`config.mk`:
```
export PLATFORM = sky130hd
export DESIGN_NAME = middle_button_chord_emulator_flat
export DESIGN_NICKNAME = d
export VERILOG_FILES = /design/src/hw/rtl/mbce_pkg.sv /design/src/hw/rtl/mbce_if.sv /design/src/hw/rtl/middle_button_chord_emulator.sv /design/src/hw/rtl/mbce_cfg_regs.sv /design/src/hw/rtl/mbce_chord_fsm.sv /design/src/flat_wrapper.sv
export SDC_FILE = /design/constraint.sdc
export NUM_CORES = 1
export LEC_CHECK = 0
export ABC_CLOCK_PERIOD_IN_PS = 8980
export BUFFER_PORTS_ARGS = -buffer_cell sky130_fd_sc_hd__buf_2
export CORE_MARGIN = 2
export CORE_UTILIZATION = 50
export CTS_CLUSTER_SIZE = 28
export DETAILED_ROUTE_END_ITERATION = 16
export PLACE_DENSITY = 0.7
export REMOVE_ABC_BUFFERS = 1
export SLEW_MARGIN = 20
export SYNTH_ARGS = -nofsm -noshare
export SYNTH_HDL_FRONTEND = slang
export SYNTH_SLANG_ARGS = --single-unit
```
`constraint.sdc`:
```
create_clock -name clk -period 8.98 [get_ports clk]
set_input_delay 2.694 -clock clk [delete_from_list [all_inputs] [get_ports clk]]
set_output_delay 2.694 -clock clk [all_outputs]
set_load 0.05 [all_outputs]
```
`src/hw/rtl/mbce_pkg.sv`:
```
`timescale 1ns / 1ps
// ----------------------------------------------------------------------------
// mbce_pkg
// Shared types and constants of the middle button chord emulator.
// ----------------------------------------------------------------------------
package mbce_pkg;

	localparam int BUTTON_BITS = 8;
	localparam int BTN_W       = 8;
	localparam int TIME_W      = 64;
	localparam int COUNT_W     = 4;
	localparam int CFG_IDX_W   = 2;

	// buttons above BUTTON_BITS are never reported
	localparam logic [BTN_W-1:0] BTN_MASK =
		BTN_W'((65'd1 << BUTTON_BITS) - 65'd1);

	localparam logic [BTN_W-1:0]   BTN_LR     = 8'h03;
	localparam logic [BTN_W-1:0]   BTN_MIDDLE = 8'h04;
	localparam logic [COUNT_W-1:0] MIN_EMU_COUNT = 4'd2;

	localparam logic [TIME_W-1:0]  WINDOW_RESET = 64'd100000000;
	localparam logic [COUNT_W-1:0] COUNT_RESET  = 4'd2;

	typedef enum logic [1:0] {
		KIND_TRACKPAD = 2'd0,
		KIND_TIMER    = 2'd1,
		KIND_CANCEL   = 2'd2,
		KIND_PASS     = 2'd3
	} kind_t;

	typedef enum logic [1:0] {
		TIMER_NONE   = 2'd0,
		TIMER_ARM    = 2'd1,
		TIMER_CANCEL = 2'd2
	} timer_t;

	typedef enum logic [CFG_IDX_W-1:0] {
		CFG_ENABLE       = 2'd0,
		CFG_BUTTON_COUNT = 2'd1,
		CFG_TP_DISABLED  = 2'd2,
		CFG_WINDOW       = 2'd3
	} cfg_idx_t;

	typedef struct packed {
		logic                fake_middle_enable;
		logic [COUNT_W-1:0]  button_count;
		logic                touchpad_disabled;
		logic [TIME_W-1:0]   chord_window_ns;
	} cfg_t;

endpackage

```
`src/hw/rtl/mbce_if.sv`:
```
`timescale 1ns / 1ps
// ----------------------------------------------------------------------------
// mbce_if
// Valid/ready channels of the chord emulator: input items, results, config.
// ----------------------------------------------------------------------------
interface mbce_item_if;
	logic                          valid;
	logic                          ready;
	mbce_pkg::kind_t               kind;
	logic [mbce_pkg::BTN_W-1:0]    buttons;
	logic [mbce_pkg::TIME_W-1:0]   time_ns;

	modport source (output valid, kind, buttons, time_ns, input ready);
	modport sink   (input valid, kind, buttons, time_ns, output ready);
endinterface

interface mbce_result_if;
	logic                          valid;
	logic                          ready;
	logic [mbce_pkg::BTN_W-1:0]    out_buttons;
	logic                          emit_late_report;
	logic [mbce_pkg::BTN_W-1:0]    late_buttons;
	mbce_pkg::timer_t              timer_action;

	modport source (output valid, out_buttons, emit_late_report, late_buttons,
		timer_action, input ready);
	modport sink   (input valid, out_buttons, emit_late_report, late_buttons,
		timer_action, output ready);
endinterface

interface mbce_cfg_if;
	logic                            valid;
	logic                            ready;
	logic [mbce_pkg::CFG_IDX_W-1:0]  index;
	logic [mbce_pkg::TIME_W-1:0]     data;

	modport source (output valid, index, data, input ready);
	modport sink   (input valid, index, data, output ready);
endinterface

```
`src/hw/rtl/middle_button_chord_emulator.sv`:
```
`timescale 1ns / 1ps
// ----------------------------------------------------------------------------
// middle_button_chord_emulator
// Left plus right pressed together within a window is reported as middle.
// ----------------------------------------------------------------------------
// path: an accepted input beat is held in the input register, and its result is
//   registered in the result register once that register is free or being read
// throughput: one item per cycle; while a result waits, one more beat is taken
//   into the input register before the input stalls
// reset (arst_n low): idle mode, no pending buttons, press time zero, both
//   pipeline registers empty, config back to enable=1 count=2 tp=0 window=100 ms
module middle_button_chord_emulator (
	input  logic          clk,
	input  logic          arst_n,
	mbce_item_if.sink     in_ch,
	mbce_result_if.source out_ch,
	mbce_cfg_if.sink      cfg_ch
);
	import mbce_pkg::*;

	cfg_t               cfg;
	logic               valid_s1;
	kind_t              kind_s1;
	logic [BTN_W-1:0]   buttons_s1;
	logic [TIME_W-1:0]  time_s1;
	logic               advance;

	assign in_ch.ready = !valid_s1 || advance;

	always_ff @(posedge clk or negedge arst_n) begin
		if (!arst_n) begin
			valid_s1 <= 1'b0;
		end else if (in_ch.ready) begin
			valid_s1 <= in_ch.valid;
		end
	end

	always_ff @(posedge clk) begin
		if (in_ch.valid && in_ch.ready) begin
			kind_s1    <= in_ch.kind;
			buttons_s1 <= in_ch.buttons;
			time_s1    <= in_ch.time_ns;
		end
	end

	mbce_cfg_regs u_cfg (
		.clk    (clk),
		.arst_n (arst_n),
		.cfg_ch (cfg_ch),
		.cfg    (cfg)
	);

	mbce_chord_fsm u_fsm (
		.clk          (clk),
		.arst_n       (arst_n),
		.cfg          (cfg),
		.item_valid   (valid_s1),
		.item_kind    (kind_s1),
		.item_buttons (buttons_s1),
		.item_time    (time_s1),
		.advance      (advance),
		.out_ch       (out_ch)
	);

endmodule

```
`src/hw/rtl/mbce_cfg_regs.sv`:
```
`timescale 1ns / 1ps
// ----------------------------------------------------------------------------
// mbce_cfg_regs
// Configuration register file, one write beat per cycle.
// ----------------------------------------------------------------------------
module mbce_cfg_regs (
	input  logic             clk,
	input  logic             arst_n,
	mbce_cfg_if.sink         cfg_ch,
	output mbce_pkg::cfg_t   cfg
);
	import mbce_pkg::*;

	cfg_t cfg_q;

	assign cfg_ch.ready = 1'b1;
	assign cfg          = cfg_q;

	always_ff @(posedge clk or negedge arst_n) begin
		if (!arst_n) begin
			cfg_q.fake_middle_enable <= 1'b1;
			cfg_q.button_count       <= COUNT_RESET;
			cfg_q.touchpad_disabled  <= 1'b0;
			cfg_q.chord_window_ns    <= WINDOW_RESET;
		end else if (cfg_ch.valid) begin
			unique case (cfg_idx_t'(cfg_ch.index))
				CFG_ENABLE:       cfg_q.fake_middle_enable <= cfg_ch.data[0];
				CFG_BUTTON_COUNT: cfg_q.button_count       <= cfg_ch.data[COUNT_W-1:0];
				CFG_TP_DISABLED:  cfg_q.touchpad_disabled  <= cfg_ch.data[0];
				CFG_WINDOW:       cfg_q.chord_window_ns    <= cfg_ch.data;
				default: ;
			endcase
		end
	end

endmodule

```
`src/hw/rtl/mbce_chord_fsm.sv`:
```
`timescale 1ns / 1ps
// ----------------------------------------------------------------------------
// mbce_chord_fsm
// Chord state machine with its result register; one item per cycle while the result channel does not stall.
// ----------------------------------------------------------------------------
module mbce_chord_fsm (
	input  logic                           clk,
	input  logic                           arst_n,
	input  mbce_pkg::cfg_t                 cfg,
	input  logic                           item_valid,
	input  mbce_pkg::kind_t                item_kind,
	input  logic [mbce_pkg::BTN_W-1:0]     item_buttons,
	input  logic [mbce_pkg::TIME_W-1:0]    item_time,
	output logic                           advance,
	mbce_result_if.source                  out_ch
);
	import mbce_pkg::*;

	typedef enum logic [2:0] {
		MODE_IDLE      = 3'd0,
		MODE_WAIT_TWO  = 3'd1,
		MODE_MIDDLE    = 3'd2,
		MODE_WAIT_NONE = 3'd3,
		MODE_NOOP      = 3'd4
	} mode_t;

	mode_t              mode_q, mode_d;
	logic [BTN_W-1:0]   pend_q, pend_d;
	logic [TIME_W-1:0]  press_q, press_d;
	logic               out_valid_q;
	logic [BTN_W-1:0]   out_btn_q, late_q;
	logic               emit_q;
	timer_t             tact_q;

	logic [BTN_W-1:0]   btn, out_btn, late;
	logic [TIME_W-1:0]  elapsed;
	logic               expired, bypass, emit;
	timer_t             tact;

	assign advance = item_valid && (!out_valid_q || out_ch.ready);

	assign out_ch.valid            = out_valid_q;
	assign out_ch.out_buttons      = out_btn_q;
	assign out_ch.emit_late_report = emit_q;
	assign out_ch.late_buttons     = late_q;
	assign out_ch.timer_action     = tact_q;

	always_comb begin
		btn     = item_buttons & BTN_MASK;
		elapsed = item_time - press_q;
		expired = (item_kind == KIND_TIMER) || (item_kind == KIND_CANCEL) ||
			(elapsed > cfg.chord_window_ns);
		bypass  = !cfg.fake_middle_enable || (cfg.button_count <= MIN_EMU_COUNT) ||
			(cfg.touchpad_disabled && item_kind == KIND_TRACKPAD);

		mode_d  = mode_q;
		pend_d  = pend_q;
		press_d = press_q;
		emit    = 1'b0;
		late    = '0;
		tact    = TIMER_NONE;

		if (!bypass) begin
			unique case (mode_q)
				MODE_IDLE: begin
					if (item_kind != KIND_CANCEL) begin
						if (btn[2]) begin
							mode_d = MODE_NOOP;
						end else if (btn == BTN_LR) begin
							mode_d = MODE_MIDDLE;
						end else if (btn != '0) begin
							pend_d  = btn;
							press_d = item_time;
							tact    = TIMER_ARM;
							mode_d  = MODE_WAIT_TWO;
						end
					end
				end
				MODE_WAIT_TWO: begin
					if (!expired && btn == BTN_LR) begin
						pend_d = '0;
						tact   = TIMER_CANCEL;
						mode_d = MODE_MIDDLE;
					end else if (expired || btn != pend_q) begin
						// held-back single press goes out late on a timer item, or else unless still held
						if (item_kind == KIND_TIMER || (btn & pend_q) == '0) begin
							emit = 1'b1;
							late = btn | pend_q;
						end
						pend_d = '0;
						tact   = TIMER_CANCEL;
						mode_d = (btn == '0) ? MODE_IDLE : MODE_NOOP;
					end
				end
				MODE_MIDDLE: begin
					if (btn == '0) begin
						mode_d = MODE_IDLE;
					end else if ((btn & BTN_LR) != BTN_LR) begin
						pend_d  = btn;
						press_d = item_time;
						tact    = TIMER_ARM;
						mode_d  = MODE_WAIT_NONE;
					end
				end
				MODE_WAIT_NONE: begin
					if (!expired && btn == '0) begin
						pend_d = '0;
						tact   = TIMER_CANCEL;
						mode_d = MODE_IDLE;
					end else if (expired || btn != pend_q) begin
						if (item_kind == KIND_TIMER) begin
							emit = 1'b1;
							late = btn | pend_q;
						end
						pend_d = '0;
						tact   = TIMER_CANCEL;
						mode_d = (btn == '0) ? MODE_IDLE : MODE_NOOP;
					end
				end
				default: begin
					if (btn == '0) mode_d = MODE_IDLE;
				end
			endcase
		end

		out_btn = btn;
		if (!bypass) begin
			if (mode_d == MODE_MIDDLE) begin
				out_btn = BTN_MIDDLE;
			end else if (mode_d == MODE_WAIT_TWO || mode_d == MODE_WAIT_NONE) begin
				out_btn = btn & ~BTN_LR;
			end
		end
	end

	always_ff @(posedge clk or negedge arst_n) begin
		if (!arst_n) begin
			mode_q      <= MODE_IDLE;
			pend_q      <= '0;
			press_q     <= '0;
			out_valid_q <= 1'b0;
			out_btn_q   <= '0;
			emit_q      <= 1'b0;
			late_q      <= '0;
			tact_q      <= TIMER_NONE;
		end else if (advance) begin
			mode_q      <= mode_d;
			pend_q      <= pend_d;
			press_q     <= press_d;
			out_valid_q <= 1'b1;
			out_btn_q   <= out_btn;
			emit_q      <= emit;
			late_q      <= late;
			tact_q      <= tact;
		end else if (out_ch.ready) begin
			out_valid_q <= 1'b0;
		end
	end

endmodule

```
`src/flat_wrapper.sv`:
```
// flat-port wrapper written by rule: the top's interface ports become plain ports
module middle_button_chord_emulator_flat import mbce_pkg::*;
  (clk, arst_n, in_ch_valid, in_ch_kind, in_ch_buttons, in_ch_time_ns, in_ch_ready, out_ch_valid, out_ch_out_buttons, out_ch_emit_late_report, out_ch_late_buttons, out_ch_timer_action, out_ch_ready, cfg_ch_valid, cfg_ch_index, cfg_ch_data, cfg_ch_ready);
  mbce_item_if in_ch_i ();
  mbce_result_if out_ch_i ();
  mbce_cfg_if cfg_ch_i ();
  input  logic clk;
  input  logic arst_n;
  input wire logic [$bits(in_ch_i.valid)-1:0] in_ch_valid;
  input wire logic [$bits(in_ch_i.kind)-1:0] in_ch_kind;
  input wire logic [$bits(in_ch_i.buttons)-1:0] in_ch_buttons;
  input wire logic [$bits(in_ch_i.time_ns)-1:0] in_ch_time_ns;
  output wire logic [$bits(in_ch_i.ready)-1:0] in_ch_ready;
  output wire logic [$bits(out_ch_i.valid)-1:0] out_ch_valid;
  output wire logic [$bits(out_ch_i.out_buttons)-1:0] out_ch_out_buttons;
  output wire logic [$bits(out_ch_i.emit_late_report)-1:0] out_ch_emit_late_report;
  output wire logic [$bits(out_ch_i.late_buttons)-1:0] out_ch_late_buttons;
  output wire logic [$bits(out_ch_i.timer_action)-1:0] out_ch_timer_action;
  input wire logic [$bits(out_ch_i.ready)-1:0] out_ch_ready;
  input wire logic [$bits(cfg_ch_i.valid)-1:0] cfg_ch_valid;
  input wire logic [$bits(cfg_ch_i.index)-1:0] cfg_ch_index;
  input wire logic [$bits(cfg_ch_i.data)-1:0] cfg_ch_data;
  output wire logic [$bits(cfg_ch_i.ready)-1:0] cfg_ch_ready;
  assign in_ch_i.valid = in_ch_valid;
  assign in_ch_i.kind = in_ch_kind;
  assign in_ch_i.buttons = in_ch_buttons;
  assign in_ch_i.time_ns = in_ch_time_ns;
  assign in_ch_ready = in_ch_i.ready;
  assign out_ch_valid = out_ch_i.valid;
  assign out_ch_out_buttons = out_ch_i.out_buttons;
  assign out_ch_emit_late_report = out_ch_i.emit_late_report;
  assign out_ch_late_buttons = out_ch_i.late_buttons;
  assign out_ch_timer_action = out_ch_i.timer_action;
  assign out_ch_i.ready = out_ch_ready;
  assign cfg_ch_i.valid = cfg_ch_valid;
  assign cfg_ch_i.index = cfg_ch_index;
  assign cfg_ch_i.data = cfg_ch_data;
  assign cfg_ch_ready = cfg_ch_i.ready;
  middle_button_chord_emulator u_core (.clk(clk), .arst_n(arst_n), .in_ch(in_ch_i), .out_ch(out_ch_i), .cfg_ch(cfg_ch_i));
endmodule
```
==> results of run 1 <==
==> worst min path at each step <==
stage          slack, ns                                 from                                  end  depth (start not counted)
3_5_place_dp        0.47  u_core.u_fsm.out_ch.timer_action[0]  u_core.u_fsm.out_ch.timer_action[0]                          1
4_1_cts             0.48  u_core.u_fsm.out_ch.timer_action[0]  u_core.u_fsm.out_ch.timer_action[0]                          1
5_1_grt             0.50  u_core.u_fsm.out_ch.timer_action[0]  u_core.u_fsm.out_ch.timer_action[0]                          1
3_3_place_gp        0.46  u_core.u_fsm.out_ch.timer_action[0]  u_core.u_fsm.out_ch.timer_action[0]                          1
6_report            0.47  u_core.u_fsm.out_ch.timer_action[0]  u_core.u_fsm.out_ch.timer_action[0]                          1
2_1_floorplan       0.46                   u_core.time_s1[10]             u_core.u_fsm.press_q[10]                          2
==> routing by layer <==
layer	GRT usage [%]	vias up
met5	0	-
met4	6.840	0
met3	2.654	62
met2	37.14	351
met1	31.26	5392
li1	-	5541
==> power groups by stage <==
stage / registers (mW) / clock network [mW] / logic [mW]
detailed placement: 1.53 / 0 / 2.83
floorplan: 1.52 / 0 / 2.17
global placement: 1.52 / 0 / 2.77
CTS: 1.51 / 1.17 / 2.86
finish: 1.51 / 1.14 / 2.88
global route: 1.54 / 1.21 / 3.27
==> placed cells by master, fill, tap and decap left out, types with 7 or more instances in the layout <==
| cell type | n |
|---|---|
| clkbuf_1 | 7 |
| nand2_1 | 138 |
| edfxtp_1 | 74 |
| dfrtp_1 | 152 |
| o41ai_1 | 8 |
| nor3_1 | 19 |
| a21oi_1 | 113 |
| and3_1 | 9 |
| a21o_1 | 70 |
| nand3_1 | 19 |
| nor4_1 | 8 |
| nor2_1 | 68 |
| inv_1 | 158 |
| o21bai_1 | 11 |
| a22o_1 | 8 |
| xnor2_1 | 30 |
| buf_2 | 164 |
| nand2b_1 | 12 |
| clkbuf_16 | 29 |
| and2_1 | 7 |
| xor2_1 | 29 |
| a31oi_1 | 8 |
| o221ai_1 | 7 |
| mux2_2 | 73 |
| a211oi_1 | 7 |
| ha_1 | 147 |
| nand4_1 | 37 |
| o21ai_0 | 110 |
| dfstp_2 | 14 |
==> area by class of cell <==
class,instances,area (um2)
fill,2490,12050
multi-input combinational,1024,7387
sequential,240,6394
timing repair buffer,169,865.8
clock buffer,41,820.8
inverter,158,593.1
tap,384,480.5
clock inverter,11,115.1
==> registers in the layout, summed over array words and instances, names as in the netlist <==
name                                  cells
u_core.u_cfg.cfg                         70
u_core.time_s1                           64
u_core.u_fsm.press_q                     64
u_core.buttons_s1                         8
u_core.u_fsm.out_ch.late_buttons          8
u_core.u_fsm.out_ch.out_buttons           8
u_core.u_fsm.pend_q                       8
u_core.u_fsm.mode_q                       3
u_core.kind_s1                            2
u_core.u_fsm.out_ch.timer_action          2
u_core.u_fsm.out_ch.emit_late_report      1
u_core.u_fsm.out_ch.valid                 1
u_core.valid_s1                           1
==> kinds of logic (layout without fill, tap and decap cells) <==
family | Yosys count | count (layout) | synth area share [%]
muxes | 74 | 74 | 5.719
buffers and inverters | 209 | 379 | 5.436
AOI/OAI and AO/OA | 399 | 399 | 17.43
other | 1 | 1 | 0.02578
adders and majority gates | 148 | 148 | 12.78
DFF | 240 | 240 | 43.95
xor gates and xnor gates | 59 | 59 | 3.552
and+or+nand+nor | 343 | 343 | 11.11
==> through the flow <==
step                power (mW)  utilization [%]  TNS [ns]  area (um2)  worst slack [ns]
floorplan                3.687                -    -5.866       14350           -0.6577
global placement         4.291            54.76         0       15720             3.096
detailed placement       4.366            54.76         0       15720             3.079
CTS                      5.543            58.02         0       16650             3.069
global route             6.026            58.03         0       16660             2.482
finish                   5.532            58.03         0       16660             2.970
==> worst max-delay path, stage by stage, from the launching register on <==
cell      delay (ns)
edfxtp_1        0.37
inv_1           0.07
ha_1            0.15
inv_1           0.05
fa_1            0.40
a21o_1          0.19
a31o_2          0.27
o211ai_1        0.34
a31oi_1         0.31
o21ai_0         0.51
o21ai_0         0.28
a221oi_1        0.55
o21ai_0         0.18
xnor2_1         0.16
ha_1            0.29
nand4_1         0.12
nor4_1          0.31
nand3_1         0.14
nor2_1          0.16
a21o_1          0.22
nand4_2         0.25
a221oi_1        0.43
nor3_1          0.10
==> summary.txt, run 1 <==
Floorplan
  – Site Rows: 62
  – Die width: 174.6 um
  – Core area: ~29000 um2
  – DIE HEIGHT: roughly 170 um
  – Full die area: ~30000 um2
  – Initial Util: between 50% and 60%
  – I/O pin total: roughly 170

STA
  – Period Utilization, post-route: 66.93%
  – Layout Skew: 0.01226 ns
  – Fin. max-slew vios: 0
  – Final setup viols: 0
  – Final count of hold timing violations: 0
  – Slew headroom: a little under a third
  – Final period demand of the worst path: between 6 and 7 ns
  – Unrepaired setup endpoints after global routing: false
  – Worst-Margin Slew: 1.048 ns
  – Peak Freq: about 170 MHz
  – Hold WS: between 0.4 and 0.5 ns

Clocking
  – Clk root buf: clkbuf_16
  – Max clock buf depth: 3
  – CTS clock-pin slew for the worst setup and hold paths: 0.06 ns
  – Insertion delay to the later sink of the worst-skew pair: ~0.54 ns
  – Total CTS buffers: 28
  – Sink Count: 240
  – Post_cts resized: 0
  – Post-CTS Repair Setup Buffers: 0
  – H-tree depth: 1
  – CTS tree: done
  – Hold-fix buffers, CTS: 0

Drt
  – Via count: 11346
  – 1st-iter DRT viols: 831
  – DRC: 0
  – Routed WL per cell: ~17 um
  – Top Metal Used: met4
  – Met2 wire len: between 15 and 20 mm
  – Vias per inst: between 5 and 6
  – Met1 WL: approximately 15 mm
  – WL met3: ~1.8 mm
  – Remaining antenna violation count: 0
  – First drt pass iteration count: 5
  – Wirelength, routed: between 30 and 40 mm

Synthesis
  – Top-count cell post-synth: inv_1
  – Mapped Area: between 10000 and 15000 um2
  – Yosys reg bits: 240
  – Top post-synthesis cells by count: inv_1 (158), dfrtp_1 (152), ha_1 (147), nand2_1 (138), a21oi_1 (113)
  – Seq/Total Area, Yosys: around 44%
  – Post-Syn Area per Cell: 9.876 um2
  – Synth async-reset ratio: 69.17%
  – Distinct cells, synth: 69
  – Synth area leaders: dfrtp_1 (26%), edfxtp_1 (15%), ha_1 (13%)
  – Top_reg_cell synth: dfrtp_1
  – Largest area contributor in the synthesized netlist: dfrtp_1
  – Synth top area share: between 20% and 30%
  – Number of synthesized flops with an enable pin: between 70 and 80
  – Yosys Warn Count: 0
  – Cells after Synth: about 1500

Critical path
  – R2R setup slack: ~3.0 ns
  – Crit path kind: flop to flop
  – RR Startpoint: u_core.time_s1[0]
  – Worst Reg2Reg Path Length in Cells: 22
  – Critical Path AT: 6.42 ns
  – RR Endpoint: u_core.u_fsm.out_ch.out_buttons[0]
  – Critical path launch point: u_core.time_s1[0]
  – Critical path capture point type: flop
  – Crit path capture: u_core.u_fsm.out_ch.out_buttons[0]
  – Startpoint types: flop
  – Crit-path max FO: 5
  – Worst EP required: ~9.4 ns

Finish
  – Share of cells above drive strength 1: between 10% and 20%
  – N_diodes: 0
  – Final cell count without fillers: around 2000
  – Area delta synth->final: 14.49%
  – Final nets: 1914

Place
  – Post-DP HPWL: between 20 and 30 mm
  – GP Congestion: about 0.9
  – Inst Count DP: 1975
  – Port Buf Inserts: roughly 170

Status
  – Status: complete, no violations

Power and ir drop
  – Pleak: about 8 nW
  – Combinational share of power: between 50 and 60%
  – Power per cell area: between 300 and 400 nW/um2
  – Net Sw Frac: 40.49%
  – Max IR drop VDD: around 0.18 mV
  – Internal Power: 3.292 mW
  – P_sw: between 2 and 2.5 mW
  – Clock power share: ~20%
  – Sequential cell fraction of total power: between 20% and 30%

Global route
  – Global-route wire length before repair: 56.00 mm
  – Grt ovf: 0
  – Vias in the first global route: 11175
  – GRT Total Usage: 22.49%
  – Largest net degree at the start of global routing: roughly 140
  – Initial antenna violation count: 0

Job
  – # Max-Cap Violations: 0

Worst hold path
  – Hold crit path type: flop to flop
No activity file was read; power rests on OpenSTA's default activity.
==> run 2: changes to the inputs <==
--- a/config.mk
+++ b/config.mk
@@ -5,13 +5,13 @@
 export SDC_FILE = /design/constraint.sdc
 export NUM_CORES = 1
 export LEC_CHECK = 0
-export ABC_CLOCK_PERIOD_IN_PS = 8980
+export ABC_CLOCK_PERIOD_IN_PS = 5490
 export BUFFER_PORTS_ARGS = -buffer_cell sky130_fd_sc_hd__buf_2
 export CORE_MARGIN = 2
 export CORE_UTILIZATION = 50
 export CTS_CLUSTER_SIZE = 28
 export DETAILED_ROUTE_END_ITERATION = 16
-export PLACE_DENSITY = 0.7
+export PLACE_DENSITY = 0.73
 export REMOVE_ABC_BUFFERS = 1
 export SLEW_MARGIN = 20
 export SYNTH_ARGS = -nofsm -noshare
==> constraint.sdc (replaced) <==
create_clock -name clk -period 5.49 [get_ports clk]
set_input_delay 1.647 -clock clk [delete_from_list [all_inputs] [get_ports clk]]
set_output_delay 1.647 -clock clk [all_outputs]
set_load 0.05 [all_outputs]
==> run 2 against run 1 <==
Against the previous run:
- utilization increased by 0.92 points
- sequential share of layout area down 0.60 points
- register-to-register slack worse by 2.7 ns
- wire length is 3.6% higher
- worst setup slack got worse by 2.7 ns
- critical path type unchanged
- critical endpoint is now u_core.u_fsm.out_ch.late_buttons[5]
- largest power group unchanged
==> summary.txt, run 2 (synthesis results as in run 1) <==
STA
  – Setup ws final: 0.2637 ns (was 2.970 ns)
  – Layout Skew: 0.01673 ns (was 0.01226 ns)
  – Slew headroom: 33.19% (was 30.10%)
  – Worst-Margin Slew: 1.002 ns (was 1.048 ns)
  – Final setup viols: 0 (unchanged)
  – Fin. max-slew vios: 0 (unchanged)
  – Final count of hold timing violations: 0 (unchanged)
  – Period Utilization, post-route: 95.20% (was 66.93%)
  – Final period demand of the worst path: 5.226 ns (was 6.011 ns)
  – Peak Freq: 191.3 MHz (was 166.4 MHz)

Drt
  – WL met3: 1.682 mm (was 1.848 mm)
  – DRC: 0 (unchanged)
  – Met2 wire len: 16.27 mm (was 15.54 mm)
  – Remaining antenna violation count: 0 (unchanged)
  – Wirelength, routed: 34.85 mm (was 33.65 mm)
  – First drt pass iteration count: 5 (unchanged)
  – Routed WL per cell: 17.06 um (was 16.60 um)
  – 1st-iter DRT viols: 910 (was 831)
  – Via count: 11347 (was 11346)
  – Top Metal Used: met5 (was met4)
  – Vias per inst: 5.554 (was 5.597)
  – Met1 WL: 15.82 mm (was 15.17 mm)

Power and ir drop
  – Power per cell area: 541.0 nW/um2 (was 332.1 nW/um2)
  – Max IR drop VDD: 0.3354 mV (was 0.1792 mV)
  – Combinational share of power: 54.0% (was 52.1%)
  – Clock power share: 19.1% (was 20.6%)
  – Sequential cell fraction of total power: 26.9% (was 27.3%)
  – Pleak: 8.135 nW (was 7.966 nW)
  – P_sw: 3.776 mW (was 2.240 mW)
  – Net Sw Frac: 41.25% (was 40.49%)
  – Internal Power: 5.378 mW (was 3.292 mW)

Floorplan
  – Die width: 174.6 um (unchanged)
  – Full die area: 30480 um2 (unchanged)
  – DIE HEIGHT: 174.6 um (unchanged)
  – Initial Util: 50.68% (unchanged)
  – Core area: 28700 um2 (unchanged)
  – I/O pin total: 167 (unchanged)
  – Site Rows: 62 (unchanged)

Finish
  – Reg with most FFs: u_core.u_cfg.cfg (unchanged)
  – Area of the multi-input gates: 7564 um2 (was 7387 um2)
  – Most frequent cells in the layout: buf_2 (164), inv_1 (158), dfrtp_1 (152) (unchanged)
  – Filler cells: 2496 (was 2490)
  – Largest register FFs: 70 (unchanged)
  – Final nets: 1932 (was 1914)
  – Share of cells above drive strength 1: 21.46% (was 19.23%)
  – N_diodes: 0 (unchanged)
  – Final core occ: 58.95% (was 58.03%)
  – Area delta synth->final: 16.31% (was 14.49%)
  – Final cell count without fillers: 2043 (was 2027)
  – Sequential Area: 6394 um2 (unchanged)
  – Layout Cell Area excl Fill: 16920 um2 (was 16660 um2)
  – Registers with the most flip-flops: u_core.u_cfg.cfg: 70 flops, u_core.time_s1: 64 flops, u_core.u_fsm.press_q: 64 flops (unchanged)
  – Commonest non-fill, non-tap cell in the layout: buf_2 (unchanged)

Critical path
  – Crit-path max FO: 8 (was 5)
  – Startpoint types: flop (unchanged)
  – Worst EP required: 5.93 ns (was 9.39 ns)
  – Critical Path AT: 5.67 ns (was 6.42 ns)
  – Critical path capture point type: flop (unchanged)
  – Crit path kind: flop to flop (unchanged)

Clocking
  – H-tree depth: 1 (unchanged)
  – Hold-fix buffers, CTS: 0 (unchanged)
  – CTS tree: done (unchanged)
  – CTS clock-pin slew for the worst setup and hold paths: 0.06 ns (about the same)
  – Max clock buf depth: 3 (unchanged)
  – Insertion delay to the later sink of the worst-skew pair: 0.55 ns (was 0.54 ns)
  – Total CTS buffers: 26 (was 28)
  – Clk root buf: clkbuf_16 (unchanged)
  – Sink Count: 240 (unchanged)

Global route
  – Grt ovf: 0 (unchanged)
  – Vias in the first global route: 11158 (was 11175)
  – Global-route wire length before repair: 56.44 mm (was 56.00 mm)
  – GRT Total Usage: 22.70% (was 22.49%)
  – Largest net degree at the start of global routing: 135 (unchanged)
  – Initial antenna violation count: 1 (was 0)

Place
  – Post-DP HPWL: 26.05 mm (was 25.02 mm)
  – GP Congestion: 0.9047 (was 0.8998)
  – Cell Area, Placed: 15840 um2 (was 15720 um2)
  – Inst Count DP: 1988 (was 1975)
  – Pre-CTS setup slack: 0.1303 ns (was 3.079 ns)
  – Port Buf Inserts: 165 (unchanged)

Worst hold path
  – Hold crit path type: flop to flop (unchanged)

Job
  – # Max-Cap Violations: 0 (unchanged)

Status
  – Status: complete, no violations (unchanged)
[run 2: worst paths after layout]
kind,start,end,slack (ns),cells past startpoint
worst max-delay path,u_core.time_s1[0],u_core.u_fsm.out_ch.late_buttons[5],0.26,25
worst min-delay path,u_core.u_fsm.out_ch.late_buttons[6],u_core.u_fsm.out_ch.late_buttons[6],0.48,2
worst max register to register,u_core.time_s1[0],u_core.u_fsm.out_ch.late_buttons[5],0.26,25
worst min register to register,u_core.u_fsm.out_ch.late_buttons[6],u_core.u_fsm.out_ch.late_buttons[6],0.48,2
max in group asynchronous,arst_n,u_core.u_cfg.cfg[69],3.38,2
min in group asynchronous,arst_n,u_core.u_cfg.cfg[31],1.19,1
[run 2: what timing repair did]
| action | 4_1_cts | 5_1_grt |
|---|---|---|
| setup endpoints to repair | 0 | 29 |
| gates resized for setup | 0 | 34 |
| setup buffers | 0 | 7 |
| endpoints found under the hold margin | 0 | 0 |
[run 2: power groups by stage]
stage	Combinational (mW)	Sequential, mW	Clock, mW
5_1_grt	5.57	2.51	1.86
4_1_cts	4.82	2.47	1.78
3_3_place_gp	4.65	2.48	0
3_5_place_dp	4.77	2.50	0
2_1_floorplan	3.55	2.48	0
6_report	4.94	2.47	1.75
[run 2: routing by layer]
layer	GRT usage, %	up-vias
li1	-	5579
met1	31.04	5405
met2	37.73	289
met3	3.155	72
met4	6.806	2
met5	0	-
[run 2: final cells by class]
type / count / share of cell area [%]
well taps: 384 / 2.840
flip-flops and latches: 240 / 37.79
repair buffers: 189 / 6.130
inverters: 158 / 3.505
clock buffers: 35 / 4.222
clock inverters: 13 / 0.8134
multi-input cells: 1024 / 44.70
[run 2: per-stage QoR]
step           TNS, ns  power [mW]  hold slack (ns)
2_1_floorplan  -199.45       6.030           0.4560
3_3_place_gp         0       7.128           0.4539
3_5_place_dp         0       7.274           0.4572
4_1_cts              0       9.066           0.4744
5_1_grt        -0.1924       9.941           0.5081
6_report             0       9.154           0.4764
[run 2: critical path: stages (launching register included)]
cell	delay (ns)
edfxtp_1	0.39
inv_1	0.07
ha_2	0.16
inv_1	0.06
fa_2	0.35
a21o_1	0.20
a31o_2	0.27
o211ai_1	0.32
a31oi_2	0.20
o21ai_1	0.15
buf_4	0.14
o21ai_2	0.08
a221oi_1	0.29
buf_4	0.18
o221ai_1	0.11
xor2_1	0.18
ha_1	0.31
nand4_1	0.16
nor4_2	0.35
nor2b_1	0.17
a22oi_1	0.08
a21o_2	0.26
nand2_4	0.14
a22oi_2	0.07
buf_4	0.20
o41ai_2	0.21
